==> config.mk <==
export PLATFORM = sky130hd
export DESIGN_NAME = epoch_calendar_converter_core
export DESIGN_NICKNAME = d
export VERILOG_FILES = /design/src/rtl/ecc_pkg.sv /design/src/rtl/ecc_datapath.sv /design/src/rtl/epoch_calendar_converter_core.sv
export SDC_FILE = /design/constraint.sdc
export NUM_CORES = 2
export LEC_CHECK = 0
export ABC_CLOCK_PERIOD_IN_PS = 8109
export BUFFER_PORTS_ARGS = -buffer_cell sky130_fd_sc_hd__buf_2
export CAP_MARGIN = 20
export CORE_MARGIN = 2
export CORE_UTILIZATION = 24
export DETAILED_ROUTE_END_ITERATION = 8
export GPL_TIMING_DRIVEN = 1
export PLACE_DENSITY = 0.49
export SLEW_MARGIN = 25
export SYNTH_ARGS = -nofsm -noshare
export SYNTH_HDL_FRONTEND = slang
export SYNTH_SLANG_ARGS = --single-unit
==> constraint.sdc <==
create_clock -name clk_i -period 8.11 [get_ports clk_i]
set_clock_uncertainty 0.2 [all_clocks]
set_input_delay 0.4055 -clock clk_i [delete_from_list [all_inputs] [get_ports clk_i]]
set_output_delay 0.4055 -clock clk_i [all_outputs]
set_load 0.005 [all_outputs]
==> src/rtl/ecc_pkg.sv <==
// ---------------------------------------------------------------------------
// Epoch calendar converter package
// Stage record, fixed constants and the month start table.
// ---------------------------------------------------------------------------
package ecc_pkg;

  localparam logic CMD_TO_CAL  = 1'b0;
  localparam logic CMD_TO_SECS = 1'b1;

  localparam int unsigned InDataW  = 80;
  localparam int unsigned OutDataW = 96;

  localparam logic [9:0]  MS_MAX       = 10'd999;
  localparam logic [16:0] SECS_PER_DAY = 17'd86400;
  localparam logic [11:0] SECS_PER_HR  = 12'd3600;
  localparam logic [10:0] CYC_DAYS     = 11'd1461;

  // floor(x / d) as (x * RECIP) >> SHIFT, exact over the operand range used
  localparam logic [25:0] RECIP_DAY  = 26'd50903317; // (secs >> 7) / 675, shift 35
  localparam logic [16:0] RECIP_CYC  = 17'd91868;    // days / 1461, shift 27
  localparam logic [13:0] RECIP_HOUR = 14'd9321;     // (sod >> 4) / 225, shift 21
  localparam logic [10:0] RECIP_MIN  = 11'd1093;     // (rem >> 2) / 15, shift 14

  typedef struct packed {
    logic        cmd;
    logic        ok;
    logic [9:0]  ms;
    logic [31:0] secs;
    logic [16:0] dsec;
    logic [15:0] days;
    logic [16:0] sod;
    logic [5:0]  cyc;
    logic [4:0]  hour;
    logic [10:0] cr;
    logic [11:0] remh;
    logic [11:0] year;
    logic        leap;
    logic [8:0]  doy;
    logic [5:0]  minute;
  } ecc_stage_t;

  function automatic logic [8:0] ecc_month_start(input logic leap, input logic [3:0] idx);
    logic [8:0] base;
    case (idx)
      4'd0:    base = 9'd0;
      4'd1:    base = 9'd31;
      4'd2:    base = 9'd59;
      4'd3:    base = 9'd90;
      4'd4:    base = 9'd120;
      4'd5:    base = 9'd151;
      4'd6:    base = 9'd181;
      4'd7:    base = 9'd212;
      4'd8:    base = 9'd243;
      4'd9:    base = 9'd273;
      4'd10:   base = 9'd304;
      4'd11:   base = 9'd334;
      4'd12:   base = 9'd365;
      default: base = 9'd365;
    endcase
    return base + 9'((leap && (idx >= 4'd2)) ? 1 : 0);
  endfunction

endpackage

==> src/rtl/ecc_datapath.sv <==
// ---------------------------------------------------------------------------
// Epoch calendar converter datapath
// Six register stages; each stage loads when its enable bit is set.
// ---------------------------------------------------------------------------
module ecc_datapath #(
  parameter int unsigned BASE_YEAR = 1970,
  parameter int unsigned YEAR_SPAN = 100
) (
  input  logic                         clk_i,
  input  logic [5:0]                   en_i,
  input  logic                         cmd_i,
  input  logic [ecc_pkg::InDataW-1:0]  data_i,
  output logic                         res_ok_o,
  output logic [ecc_pkg::OutDataW-1:0] res_data_o
);

  localparam int unsigned RemYear    = BASE_YEAR % 4;
  localparam int unsigned AlignYear  = BASE_YEAR - RemYear;
  localparam int unsigned AlignDays  = 365 * RemYear + ((RemYear > 0) ? 1 : 0);
  localparam int unsigned LeapsBase  = (BASE_YEAR - 1) / 4;
  localparam int unsigned LimitLeaps = (BASE_YEAR + YEAR_SPAN - 1) / 4 - LeapsBase;
  localparam longint      LimitL     = (longint'(YEAR_SPAN) * 365 + longint'(LimitLeaps))
                                       * 86400;
  localparam logic [32:0] Limit      = 33'(LimitL);

  ecc_pkg::ecc_stage_t r1_q, r1_d, r2_q, r2_d, r3_q, r3_d, r4_q, r4_d, r5_q, r5_d;
  logic                         res_ok_q, res_ok_d;
  logic [ecc_pkg::OutDataW-1:0] res_data_q, res_data_d;

  // stage 1: unpack, range checks, day count
  logic [31:0] in_secs;
  logic [9:0]  in_ms;
  logic [11:0] in_year;
  logic [3:0]  in_month, mon1;
  logic [4:0]  in_day, day1;
  logic [16:0] in_dsec;
  logic [50:0] prod1;
  logic [7:0]  k1, leaps1;
  logic [8:0]  mstart1;
  logic [15:0] days1;
  logic        ok0, ok1;

  always_comb begin
    in_secs  = data_i[31:0];
    in_ms    = data_i[41:32];
    in_year  = data_i[53:42];
    in_month = data_i[57:54];
    in_day   = data_i[62:58];
    in_dsec  = data_i[79:63];
    mon1     = (in_month == 4'd0) ? 4'd1 : ((in_month > 4'd12) ? 4'd12 : in_month);
    day1     = (in_day == 5'd0) ? 5'd1 : in_day;
    k1       = 8'(in_year - 12'(BASE_YEAR));
    leaps1   = 8'(((in_year - 12'd1) >> 2) - 12'(LeapsBase));
    mstart1  = ecc_pkg::ecc_month_start(in_year[1:0] == 2'd0, mon1 - 4'd1);
    days1    = 16'(k1) * 16'd365 + 16'(leaps1) + 16'(mstart1) + 16'(day1 - 5'd1);
    ok1      = (in_year >= 12'(BASE_YEAR)) && ({1'b0, in_year} < 13'(BASE_YEAR + YEAR_SPAN));
    ok0      = !(({1'b0, in_secs} > Limit) || (({1'b0, in_secs} == Limit) && (in_ms != 10'd0)));
    prod1    = 51'(in_secs[31:7]) * 51'(ecc_pkg::RECIP_DAY);
    r1_d       = '0;
    r1_d.cmd   = cmd_i;
    r1_d.ms    = (in_ms > ecc_pkg::MS_MAX) ? ecc_pkg::MS_MAX : in_ms;
    r1_d.secs  = in_secs;
    r1_d.dsec  = in_dsec;
    r1_d.ok    = (cmd_i == ecc_pkg::CMD_TO_SECS) ? ok1 : ok0;
    r1_d.days  = (cmd_i == ecc_pkg::CMD_TO_SECS) ? days1 : prod1[50:35];
  end

  // stage 2: days times seconds per day
  logic [32:0] prod2;
  logic [31:0] diff2;

  always_comb begin
    prod2 = 33'(r1_q.days) * 33'(ecc_pkg::SECS_PER_DAY);
    diff2 = r1_q.secs - prod2[31:0];
    r2_d  = r1_q;
    if (r1_q.cmd == ecc_pkg::CMD_TO_SECS) begin
      r2_d.secs = prod2[31:0];
    end else begin
      r2_d.sod  = diff2[16:0];
      r2_d.days = r1_q.days + 16'(AlignDays);
    end
  end

  // stage 3: four-year cycle and hour
  logic [32:0] prod3a;
  logic [26:0] prod3b;

  always_comb begin
    prod3a = 33'(r2_q.days) * 33'(ecc_pkg::RECIP_CYC);
    prod3b = 27'(r2_q.sod[16:4]) * 27'(ecc_pkg::RECIP_HOUR);
    r3_d   = r2_q;
    if (r2_q.cmd == ecc_pkg::CMD_TO_SECS) begin
      r3_d.secs = r2_q.secs + 32'(r2_q.dsec);
    end else begin
      r3_d.cyc  = prod3a[32:27];
      r3_d.hour = prod3b[25:21];
    end
  end

  // stage 4: remainders
  logic [15:0] cr4;
  logic [16:0] remh4;

  always_comb begin
    cr4     = r3_q.days - 16'(r3_q.cyc) * 16'(ecc_pkg::CYC_DAYS);
    remh4   = r3_q.sod - 17'(r3_q.hour) * 17'(ecc_pkg::SECS_PER_HR);
    r4_d      = r3_q;
    r4_d.cr   = cr4[10:0];
    r4_d.remh = remh4[11:0];
  end

  // stage 5: year within cycle, minute
  logic [20:0] prod5;
  logic [1:0]  y5;
  logic [10:0] doy5;

  always_comb begin
    prod5 = 21'(r4_q.remh[11:2]) * 21'(ecc_pkg::RECIP_MIN);
    if (r4_q.cr < 11'd366) begin
      y5   = 2'd0;
      doy5 = r4_q.cr;
    end else if (r4_q.cr < 11'd731) begin
      y5   = 2'd1;
      doy5 = r4_q.cr - 11'd366;
    end else if (r4_q.cr < 11'd1096) begin
      y5   = 2'd2;
      doy5 = r4_q.cr - 11'd731;
    end else begin
      y5   = 2'd3;
      doy5 = r4_q.cr - 11'd1096;
    end
    r5_d        = r4_q;
    r5_d.minute = prod5[19:14];
    r5_d.leap   = (y5 == 2'd0);
    r5_d.doy    = doy5[8:0];
    r5_d.year   = 12'(AlignYear) + {4'd0, r4_q.cyc, 2'b00} + 12'(y5);
  end

  // stage 6: month, day, second, result packing
  logic [3:0]  mon6;
  logic [8:0]  dom6;
  logic [11:0] sec6;
  logic [8:0]  doy6;

  always_comb begin
    mon6 = 4'd1;
    for (int i = 1; i < 12; i++) begin
      if (ecc_pkg::ecc_month_start(r5_q.leap, 4'(i)) <= r5_q.doy) begin
        mon6 = 4'(i + 1);
      end
    end
    dom6 = r5_q.doy - ecc_pkg::ecc_month_start(r5_q.leap, mon6 - 4'd1) + 9'd1;
    sec6 = r5_q.remh - 12'(r5_q.minute) * 12'd60;
    doy6 = r5_q.doy + 9'd1;
    res_ok_d   = r5_q.ok;
    res_data_d = '0;
    if (r5_q.ok) begin
      res_data_d[41:32] = r5_q.ms;
      if (r5_q.cmd == ecc_pkg::CMD_TO_SECS) begin
        res_data_d[31:0] = r5_q.secs;
      end else begin
        res_data_d[53:42] = r5_q.year;
        res_data_d[57:54] = mon6;
        res_data_d[62:58] = dom6[4:0];
        res_data_d[67:63] = r5_q.hour;
        res_data_d[73:68] = r5_q.minute;
        res_data_d[79:74] = sec6[5:0];
        res_data_d[88:80] = doy6;
      end
    end
  end

  always_ff @(posedge clk_i) begin
    if (en_i[0]) r1_q <= r1_d;
    if (en_i[1]) r2_q <= r2_d;
    if (en_i[2]) r3_q <= r3_d;
    if (en_i[3]) r4_q <= r4_d;
    if (en_i[4]) r5_q <= r5_d;
    if (en_i[5]) begin
      res_ok_q   <= res_ok_d;
      res_data_q <= res_data_d;
    end
  end

  assign res_ok_o   = res_ok_q;
  assign res_data_o = res_data_q;

endmodule

==> src/rtl/epoch_calendar_converter_core.sv <==
// ---------------------------------------------------------------------------
// Epoch calendar converter core
// Converts seconds since BASE_YEAR to calendar fields and back.
// ---------------------------------------------------------------------------
// Takes one item per clock, unless a stalled output has filled every stage. The
// datapath has six register stages: unpack and day count,
// day split, cycle and hour split, remainders, year and minute, and month with
// the output register. The first stage loads at the accepting edge. Each stage
// advances on its own, so a stalled output only holds back the stages behind
// it and bubbles are squeezed out. tuser on the input is the command, tuser on
// the output is the valid flag of the result.
module epoch_calendar_converter_core #(
  parameter int unsigned BASE_YEAR = 1970,
  parameter int unsigned YEAR_SPAN = 100
) (
  input  logic        clk_i,
  input  logic        rst_ni,
  input  logic        s_axis_tvalid,
  output logic        s_axis_tready,
  // epoch_seconds_in[31:0], millisecond_in[41:32], year_in[53:42],
  // month_in[57:54], day_in[62:58], day_seconds_in[79:63]
  input  logic [79:0] s_axis_tdata,
  // command
  input  logic        s_axis_tuser,
  output logic        m_axis_tvalid,
  input  logic        m_axis_tready,
  // epoch_seconds_out[31:0], millisecond_out[41:32], year_out[53:42],
  // month_out[57:54], day_out[62:58], hour_out[67:63], minute_out[73:68],
  // second_out[79:74], day_of_year_out[88:80], zero[95:89]
  output logic [95:0] m_axis_tdata,
  // valid_res
  output logic        m_axis_tuser
);

  logic [5:0] vld_q, vld_d;
  logic [5:0] en;

  always_comb begin
    en[5] = !vld_q[5] || m_axis_tready;
    for (int i = 4; i >= 0; i--) begin
      en[i] = !vld_q[i] || en[i + 1];
    end
    vld_d = vld_q;
    if (en[0]) begin
      vld_d[0] = s_axis_tvalid;
    end
    for (int i = 1; i < 6; i++) begin
      if (en[i]) begin
        vld_d[i] = vld_q[i - 1];
      end
    end
  end

  always_ff @(posedge clk_i or negedge rst_ni) begin
    if (!rst_ni) begin
      vld_q <= '0;
    end else begin
      vld_q <= vld_d;
    end
  end

  ecc_datapath #(
    .BASE_YEAR(BASE_YEAR),
    .YEAR_SPAN(YEAR_SPAN)
  ) u_datapath (
    .clk_i     (clk_i),
    .en_i      (en),
    .cmd_i     (s_axis_tuser),
    .data_i    (s_axis_tdata),
    .res_ok_o  (m_axis_tuser),
    .res_data_o(m_axis_tdata)
  );

  assign s_axis_tready = en[0];
  assign m_axis_tvalid = vld_q[5];

endmodule

======== After elaboration in Yosys (flattened, before gate mapping) ========
Memory sizes are Yosys's and may differ from the RTL's.
Index checks and enable logic that the tools add are counted.
storage, ports and cells
  bits in registers ....................... 506
  output and inout port bits .............. 99
  logic and storage cells ................. 172
  ROM bits ................................ 288
  memories ................................ 2
memory list
  name              words  bits a word  rd ports  clocked after Yosys merged registers in  write ports  line           source
  (name not given)  16     9            1         0                                        0            ecc_pkg.sv:44  case (idx)
  (name not given)  16     9            1         0                                        0            ecc_pkg.sv:44
operators by class
  $add $sub $neg .......................... 35
  muxes and demuxes ....................... 28
  equality and inequality tests ........... 1
  reduce and logical (&&, ||, !) cells .... 25
  order comparisons ....................... 21
  bitwise operators ....................... 1
  $mul .................................... 9
operator list
  kind                                                    number
  less-or-equal comparator 9 bit                          10
  2-to-1 mux 32 bit                                       2
  multiplier 25 x 26 -> 51 bit (second input constant)    1
  adder 8 x 9 -> 9 bit (first input constant)             4
  2-to-1 mux 33 bit                                       1
  adder 32 x 17 -> 32 bit                                 1
  equality test 32 bit (second input constant)            1
  greater-than comparator 32 bit (second input constant)  1
  multiplier 16 x 15 -> 31 bit (second input constant)    1
  2-to-1 mux 4 bit                                        7
  adder 9 bit (first input constant)                      3
  2-to-1 mux 9 bit                                        3
  multiplier 13 x 14 -> 26 bit (second input constant)    1
  multiplier 16 x 10 -> 25 bit (second input constant)    1
  multiplier 10 x 11 -> 20 bit (second input constant)    1
  adder 7 x 9 -> 9 bit (first input constant)             2
  subtractor 17 bit                                       1
  adder 16 x 10 -> 16 bit (second input constant)         1
  adder 16 bit                                            1
  adder 16 x 8 -> 16 bit                                  1
  adder 16 x 9 -> 16 bit                                  1
  multiplier 8 x 9 -> 16 bit (second input constant)      1
  2-to-1 mux 16 bit                                       1
  subtractor 8 bit (second input constant)                2
  other kinds (43)                                        71

======== Logic depth before layout (Yosys ltp) ========
  depth after elaboration ................. 20
  gate-level depth with buffers ........... 31

======== By module ========
From an unflattened synthesis, not the netlist that was laid out.
unflattened totals
  cell total of the unflattened synthesis .. 3745
  area, all modules ....................... 43964.7 um^2
modules (own cells, without submodules)
  module                         area an instance (um^2)  sequential area each (um^2)  cells each  times used
  ecc_datapath                   43715.7                  14744.1                      3725        1
  epoch_calendar_converter_core  249.0                    150.1                        20          1

======== Least setup slack after synthesis ========
Ideal clock, no wire load.
  path kind ............................... input-to-reg
  start point ............................. input port s_axis_tdata[57]
  end point ............................... register u_datapath.r1_q[94] (netlist bit), data pin
  data required time ...................... 7644 ps
  arrival ................................. 6015 ps
  stages .................................. 29
  buffers on the path ..................... 2
  setup slack ............................. 1629 ps
  cell sequence ........................... clkbuf_1 > nand2_1 > a21oi_1 > ha_1 > inv_1 > ha_1 > clkbuf_1 > inv_1 > a211oi_1 > nor2b_1 > ha_1 > nand3_1 > or3_1 > nor3_1 > xnor2_1 > fa_1 > inv_1 > fa_1 > inv_1 > fa_1 > ha_1 > a21oi_1 > o21ai_1 > a41o_1 > o41ai_1 > o21ai_0 > xnor2_1 > nand2_1 > o21ai_1
RTL lines
  what                  line                                 source
  from (decl)           epoch_calendar_converter_core.sv:22  input logic [79:0] s_axis_tdata,
  to (signal assigned)  ecc_datapath.sv:174                  if (en_i[0]) r1_q <= r1_d;
  to (decl)             ecc_datapath.sv:26                   ecc_pkg::ecc_stage_t r1_q, r1_d, r2_q, r2_d, r3_q, r3_d, r4_q, r4_d, r5_q, r5_d;

==> out/qor.csv <==
stage,metric,value,unit
outcome,outcome,completed,
timing,rsz0062_at_grt,no,
routing,dr.pass1.iters,5,
clock_tree,clkSlewWorstSetupHoldPaths,60,ps
setup_path,cp_max_fo,11,
setup_path,r2r-start,u_datapath.r2_q[89],
synthesis,synth_top_area_share,0.3332,
clock_tree,cts_made_buffers,57,
routing,wirelength,101.9,mm
clock_tree,ctsLongestPathBuffers,3,
setup_path,arrival,7610,ps
setup_path,crit_required,8290,ps
clock_tree,clk_latency,660,ps
setup_path,setup.worst_path.start,s_axis_tdata[21],
setup_path,crit_top_cell,inv_1,
layout,fin_nets,5354,
synthesis,syn_inst,3794,
placement,portBuffers,176,
synthesis,synth-main-ff-cell,edfxtp_1,
timing,slew_headroom,0.3263,
global_route,grt_max_degree,77,
global_route,grt_pass1_vias,28690,
timing,period_minus_slack,7437,ps
placement,dpl_cell_area,48160,µm²
hold_path,hold_path_startpoint,s_axis_tdata[17],
global_route,antenna_found_initial,4,
global_route,grt-ovfl-total,0,
synthesis,synth_seq_cells,497,
floorplanning,die_area,187800,µm²
global_route,track_usage,0.1113,
synthesis,synth.distinct_cells,79,
clock_tree,cts_tree,built,
placement,dpl.hpwl,83.80,mm
clock_tree,post_cts_resized,0,
synthesis,synth_area_leaders,"edfxtp_1 (33%), ha_1 (22%), fa_1 (19%)",
routing,wl_per_cell,15.51,µm
floorplanning,die_y,433.4,µm
setup_path,crit_path_top_delay_cell,a2111oi_1,
flow_run,drv_cap,0,
routing,drc,0,
synthesis,postSynthAreaPerCell,11.66,µm²
timing,slew_viol_final,0,
placement,place_congestion,0.8318,
layout,drive_above_1_share,0.08374,
layout,area_delta_synth_final,14.40,%
setup_path,critPathCaptureType,flop,
floorplanning,start_util,0.2417,
synthesis,ys_seq_area_frac,0.3366,
setup_path,crit_buf_inv,8,
setup_path,path_class,input pin to flop,
synthesis,synth_top_area_cell,edfxtp_1,
setup_path,critPathMaxStageDelay,860,ps
floorplanning,core,183100,µm²
routing,drtIter0Drc,1213,
routing,detail-route-antenna-nets,0,
timing,post-route-period-util,0.9170,
timing,timing.fmax,0.1345,GHz
synthesis,syn_area,44250,µm²
routing,viasPerCell,4.070,
routing,num_vias,26750,
synthesis,ys_warn_count,0,
clock_tree,root_buffer,clkbuf_16,
floorplanning,die_w,433.4,µm
timing,worstMarginPinSlew,1010,ps
synthesis,synth_edf_count,491,
clock_tree,cts_sinks,497,
hold_path,hold_class,input pin to flop,
clock_tree,htree_levels,2,
timing,tns,0,ps
timing,setup_viol,0,
setup_path,crit_family,adder cells,
floorplanning,io_pins,184,
synthesis,synthArstFlopShare,0.01207,
setup_path,start_kind,input pin,
global_route,grt_pass1_wl,163.2,mm
placement,dp_cells,6404,
timing,hold_violations,0,
layout,fin_area,50620,µm²
layout,stdcell_count,6573,
floorplanning,rows,157,
==> sequential cells by signal (all words and copies together), names as in the netlist <==
name,flops
u_datapath.res_data_o,88
u_datapath.res_ok_o,1
u_datapath.r4_q,78
u_datapath.r1_q,77
u_datapath.res_ok_d,1
u_datapath.r2_q,87
u_datapath.r3_q,78
u_datapath.r5_q,81
vld_q,6
==> layer usage <==
metal,vias up,routed length [µm],part of all wire,track usage
li1,13300,-,-,-
met1,12990,48150,0.47,0.1501
met2,356,49080,0.48,0.1910
met3,106,2781,0.027,0.01309
met4,0,1930,0.019,0.02313
met5,-,0,0,0
==> stage by stage <==
| stage | worst slack [ps] | utilization | hold WS [ps] |
|---|---|---|---|
| floorplan | 1629 | - | -90.09 |
| global placement | 398.9 | 0.2630 | 40.11 |
| detailed placement | 606.0 | 0.2631 | 43.07 |
| CTS | 726.9 | 0.2765 | 1.141 |
| global route | 406.3 | 0.2765 | 14.06 |
| finish | 673.4 | 0.2765 | 42.75 |
==> Yosys cell counts (all sizes together) (38+ instances only) <==
| master | count |
|---|---|
| xnor2 | 137 |
| inv | 804 |
| nor2 | 131 |
| and2 | 45 |
| a21oi | 139 |
| nor3 | 38 |
| and3 | 50 |
| a21o | 38 |
| nand3 | 38 |
| fa | 418 |
| o21ai | 102 |
| ha | 792 |
| xor2 | 63 |
| clkbuf | 41 |
| nand2 | 112 |
| edfxtp | 491 |
==> kinds of logic (layout without fill, tap and decap cells) <==
kind of cell,count (synthesis),count (layout),share of synthesized area
buffers and inverters,861,1162,0.07395
DFF,497,497,0.3366
AOI/OAI and AO/OA,449,449,0.06538
muxes,38,38,0.009275
other,2,16,0.0001697
and+or+nand+nor,537,537,0.06193
xor gates and xnor gates,200,200,0.03959
adders and majority gates,1210,1210,0.4131
==> layout make-up <==
class | count | area, µm²
tap | 2464 | 3083
antenna | 1 | 2.502
multi-input combinational | 2449 | 26170
fill | 19200 | 132500
clock buffer | 63 | 1449
timing repair buffer | 250 | 1590
clock inverter | 45 | 404.1
sequential | 497 | 14890
inverter | 804 | 3022
==> path summary, 6_finish.rpt <==
kind                                              to  slack [ps]  cells past startpoint
worst max-delay path             u_datapath.r1_q[92]         670                     25
worst min-delay path            u_datapath.r1_q[129]          40                      1
worst max register to register   u_datapath.r3_q[60]        1690                     20
worst min register to register   u_datapath.r4_q[30]         160                      0
max in group asynchronous                   vld_q[5]        6940                      3
min in group asynchronous                   vld_q[4]         500                      3
==> timing repair <==
item | in CTS | in global routing
endpoints found under the hold margin | 64 | 0
endpoints found under the setup margin | 0 | 0
hold buffers | 60 | 0
setup buffers | 0 | 0
==> placed cells by master (no fill, tap or decap), types with 25 or more instances in the layout <==
cell	netlist	routed
a21o_1	38	38
o21ai_0	75	75
and3_1	50	50
nand3_1	38	36
clkbuf_16	0	57
nor2_1	130	130
nor2b_1	35	34
fa_1	418	418
nand2_1	112	110
a21oi_1	136	136
o21ai_1	27	27
and2_1	45	45
edfxtp_1	491	491
xnor2_1	137	137
ha_1	792	792
buf_2	5	176
xor2_1	63	63
nor3_1	34	34
inv_1	803	801
dlygate4sd3_1	0	60
o21a_1	25	25
Power is not shown: default switching activity piles up to over one toggle a cycle in this logic, so the estimate is an artifact.
